## src/rtl/lcsmm_pkg.sv

```systemverilog
// lcsmm_pkg: word types, command codes and job codes shared by the
// longest-common-subsequence marker. No dependencies.
`timescale 1ns / 1ps

package lcsmm_pkg;

    localparam logic [1:0] CMD_APPEND_FIRST  = 2'd0;
    localparam logic [1:0] CMD_APPEND_SECOND = 2'd1;
    localparam logic [1:0] CMD_COMPARE       = 2'd2;

    typedef struct packed {
        logic [1:0]  cmd;
        logic [31:0] token;
    } t_in_word;

    typedef struct packed {
        logic [31:0] first_marks;
        logic [31:0] second_marks;
        logic [5:0]  common_length;
        logic        overflowed;
    } t_out_word;

    typedef enum logic [1:0] {
        OP_APPEND_FIRST  = 2'd0,
        OP_APPEND_SECOND = 2'd1,
        OP_COMPARE       = 2'd2
    } t_op;

    typedef struct packed {
        t_op         op;
        logic [31:0] token;
    } t_job;

endpackage

```

## src/rtl/lcsmm_front.sv

```systemverilog
// lcsmm_front: accepts input words, drops unused commands and queues jobs
// in a two-entry queue for the back end. Uses lcsmm_pkg.
`timescale 1ns / 1ps

module lcsmm_front (
    input  logic               i_clk,
    input  logic               i_rst_n,
    input  logic               i_push,
    input  lcsmm_pkg::t_in_word i_in,
    output logic               o_full,
    output logic               o_job_valid,
    output lcsmm_pkg::t_job    o_job,
    input  logic               i_job_take
);
    import lcsmm_pkg::*;

    t_job       r_q [2];
    logic       r_wp, r_rp;
    logic [1:0] r_cnt;
    logic       known;
    logic       wr, rd;
    t_job       job_in;

    always_comb begin
        known = 1'b1;
        job_in.token = i_in.token;
        case (i_in.cmd)
            CMD_APPEND_FIRST:  job_in.op = OP_APPEND_FIRST;
            CMD_APPEND_SECOND: job_in.op = OP_APPEND_SECOND;
            CMD_COMPARE:       job_in.op = OP_COMPARE;
            default: begin
                job_in.op = OP_COMPARE;
                known     = 1'b0;
            end
        endcase
    end

    assign o_full      = r_cnt[1];
    assign o_job_valid = (r_cnt != 2'd0);
    assign o_job       = r_q[r_rp];
    assign wr          = i_push && !o_full && known;
    assign rd          = i_job_take && o_job_valid;

    always_ff @(posedge i_clk) begin
        if (wr) begin
            r_q[r_wp] <= job_in;
        end
    end

    always_ff @(posedge i_clk) begin
        if (!i_rst_n) begin
            r_wp  <= 1'b0;
            r_rp  <= 1'b0;
            r_cnt <= 2'd0;
        end else begin
            if (wr) begin
                r_wp <= ~r_wp;
            end
            if (rd) begin
                r_rp <= ~r_rp;
            end
            r_cnt <= r_cnt + {1'b0, wr} - {1'b0, rd};
        end
    end

endmodule

```

## config.mk

```make
export PLATFORM = sky130hd
export DESIGN_NAME = lcsmm_front
export DESIGN_NICKNAME = d
export VERILOG_FILES = /design/src/rtl/lcsmm_pkg.sv /design/src/rtl/lcsmm_front.sv
export SDC_FILE = /design/constraint.sdc
export NUM_CORES = 1
export LEC_CHECK = 0
export ABC_AREA = 1
export BUFFER_PORTS_ARGS = -buffer_cell sky130_fd_sc_hd__buf_2
export CAP_MARGIN = 40
export CORE_ASPECT_RATIO = 1.1
export CORE_MARGIN = 2
export CORE_UTILIZATION = 49
export CTS_BUF_LIST = sky130_fd_sc_hd__clkbuf_8
export CTS_CLUSTER_DIAMETER = 100
export DETAILED_ROUTE_END_ITERATION = 12
export PLACE_DENSITY = 0.78
export SLEW_MARGIN = 15
export SYNTH_ARGS = -nofsm -noshare
export SYNTH_HDL_FRONTEND = slang
export SYNTH_SLANG_ARGS = --single-unit
export TNS_END_PERCENT = 100
```

## constraint.sdc

```tcl
create_clock -name i_clk -period 2.2 [get_ports i_clk]
set_input_delay 0.33 -clock i_clk [delete_from_list [all_inputs] [get_ports i_clk]]
set_output_delay 0.33 -clock i_clk [all_outputs]
set_load 0.005 [all_outputs]
```

==> results.tsv <==
stage	metric	value	unit
sta	finalHoldViolations	0	
sta	max_freq	540	MHz
synthesis	syn_area	2870	µm²
synthesis	synthCells	148	
layout	num_antenna_cells	0	
worst_hold_path	min_delay_path_depth	1	
clocking	cts_resized	0	
sta	maxSlewViolCount	0	
floorplanning	ioPinCount	74	
drt	wl_per_cell	14.4	µm
worst_hold_path	min_from	i_in[0]	
layout	drive_gt1_frac	0.542	
floorplanning	fp.coreArea	5730	µm²
pwr	comb_power_share	0.219	
layout	area_growth	25.1	%
pwr	power_density	1140	nW/µm²
global_route	use_met1	0.147	
placed_design	routabilityCongestion	0.696	
clocking	path_clk_slew	0.08	ns
sta	fin_crit	1.85	ns
global_route	grt_pass1_vias	1482	
critical_path	cp_max_fo	20	
clocking	clock_latency	0.33	ns
global_route	grt_max_degree	35	
critical_path	end_kind	primary output	
pwr	peakVddDrop	719	µV
layout	utilization	0.627	
synthesis	synthTopCellsByArea	edfxtp_1 (71%), mux2_4 (16%), dfxtp_1 (3.5%)	
critical_path	reg2regPathDepth	9	
drt	vias_per_cell	4.73	
drt	firstDrtPassIters	4	
layout	layout_common_cells	buf_2 (73), edfxtp_1 (68), mux2_4 (30)	
pwr	internal_power	0.00318	W
sta	tns	0	ns
pwr	p_switching	0.000919	W
synthesis	syn_area_per_cell	19.4	µm²
placed_design	dp.cells	297	
drt	antenna_left	0	
placed_design	hpwlAfterDp	3010	µm
clocking	cts.sinks	73	
clocking	h-tree-depth	3	
global_route	grt_overflow	0	
sta	timing.hold.ws	0.189	ns
critical_path	cp.required	1.87	ns
synthesis	ys_ff_latch	73	
synthesis	yosysTopAreaCell	edfxtp_1	
pwr	finalPower	0.00410	W
sta	setup_viol	0	
layout	nNetsFinal	271	
clocking	cts_hold_buf	0	
clocking	cts_tree	done	
synthesis	syn_nets	188	
sta	worst_pin_slew	0.445	ns
sta	period_share	0.841	
floorplanning	chipHeight	84.3	µm
critical_path	critical_path_class	register to primary output	
critical_path	cp.arrival	1.52	ns
clocking	clk_path_buf_depth	2	
critical_path	cp-start-kind	register	
global_route	top_usage_layer	met2	
drt	wl	4490	µm
worst_hold_path	hold_path.class	input pin to register	
pwr	pwr-share-clk	0.349	
sta	rsz0062_at_grt	false	
floorplanning	die-width	77.0	µm
flow_run	maxCapViolCount	0	
floorplanning	start_util	0.501	
run_status	status	completed	
synthesis	ys_seq_area_frac	0.746	
clocking	cts_made_buffers	9	
layout	final_cells	313	
global_route	use_met2	0.271	
layout	final_common_cell	buf_2	
global_route	grt_first_pass_wirelength	6900	µm
floorplanning	core.rowCount	29	
drt	post-route-drc-count	0	
pwr	pwr-share-seq	0.432	
placed_design	io_buffers	73	
drt	drt-initial-drc-count	59	
clocking	cts_root_buffer	clkbuf_8	
sta	fin_skew	0.00724	ns
sta	slew_headroom	0.703	
critical_path	r2r-start	r_cnt[1]	
global_route	antenna_found_initial	0	
drt	vias	1480	
global_route	gr-usage-all-layers	0.144	
clocking	cts_setup_buffers	0	
synthesis	synth_top_area_frac	0.711	
floorplanning	die_area	6490	µm²
pwr	p_sw_frac	0.224	
global_route	grt.met3_usage	0.0290	
synthesis	yosys_warnings	0	
pwr	leakagePower	1.47	nW
synthesis	ys_types	14	
Yosys cell counts, drive strengths merged:
cell type	instances
ha	2
edfxtp	68
nor2	10
clkbuf	1
a21oi	2
nand2	9
nand4	1
nand3	2
inv	10
mux2	34
dfxtp	5
buf	4
worst max-delay path, cell delays in order (launching register included):
cell and delay [ns]:
dfxtp_2 0.33, buf_4 0.34, mux2_2 0.40, buf_2 0.13
worst paths after layout:
check	end	slack, ns
max	o_job[33]	0.35
min	r_q[0][0]	0.19
max reg2reg	r_cnt[1]	0.67
min reg2reg	register	0.52
cells by family after synthesis:
| family | after synthesis | synth area share |
|---|---|---|
| flops | 73 | 0.746 |
| mux | 34 | 0.172 |
| simple gates | 22 | 0.0305 |
| buf+inv | 15 | 0.0392 |
| compound gates | 2 | 0.00348 |
| fa+ha+maj | 2 | 0.00871 |
metal layers:
metal	routed length, µm	part of all wire
met1	1730	0.38
met2	2520	0.56
met3	176	0.039
met5	0	0
met4	74	0.016
through the flow:
stage | setup slack [ns] | area (µm²)
after CTS | 0.310 | 3590
final | 0.349 | 3590
after global routing | 0.279 | 3590
after detailed placement | 0.570 | 3310
after floorplan | 0.355 | 2880
after global placement | 0.630 | 3310
cell type report:
cell class / count / area, µm²
Tap cell: 77 / 96.3
Fill cell: 435 / 2140
Timing Repair Buffer: 77 / 408
Inverter: 10 / 37.5
Sequential cell: 73 / 2140
Multi-Input combinational cell: 60 / 626
Clock buffer: 9 / 124
Clock inverter: 7 / 159
flip-flops by register name, indices dropped and copies added, names as in the netlist, named ones only:
name	flops
r_q	68
r_cnt	2
r_rp	1
r_wp	1
power groups by stage:
stage	Clock [W]	Combinational, W	Sequential (W)
detailed placement	0	0.000911	0.00180
floorplan	0	0.000651	0.00179
CTS	0.00146	0.000915	0.00177
global placement	0	0.000901	0.00179
global route	0.00152	0.000973	0.00179
finish	0.00143	0.000897	0.00177
Note: power is estimated with default switching activity, not from simulation.
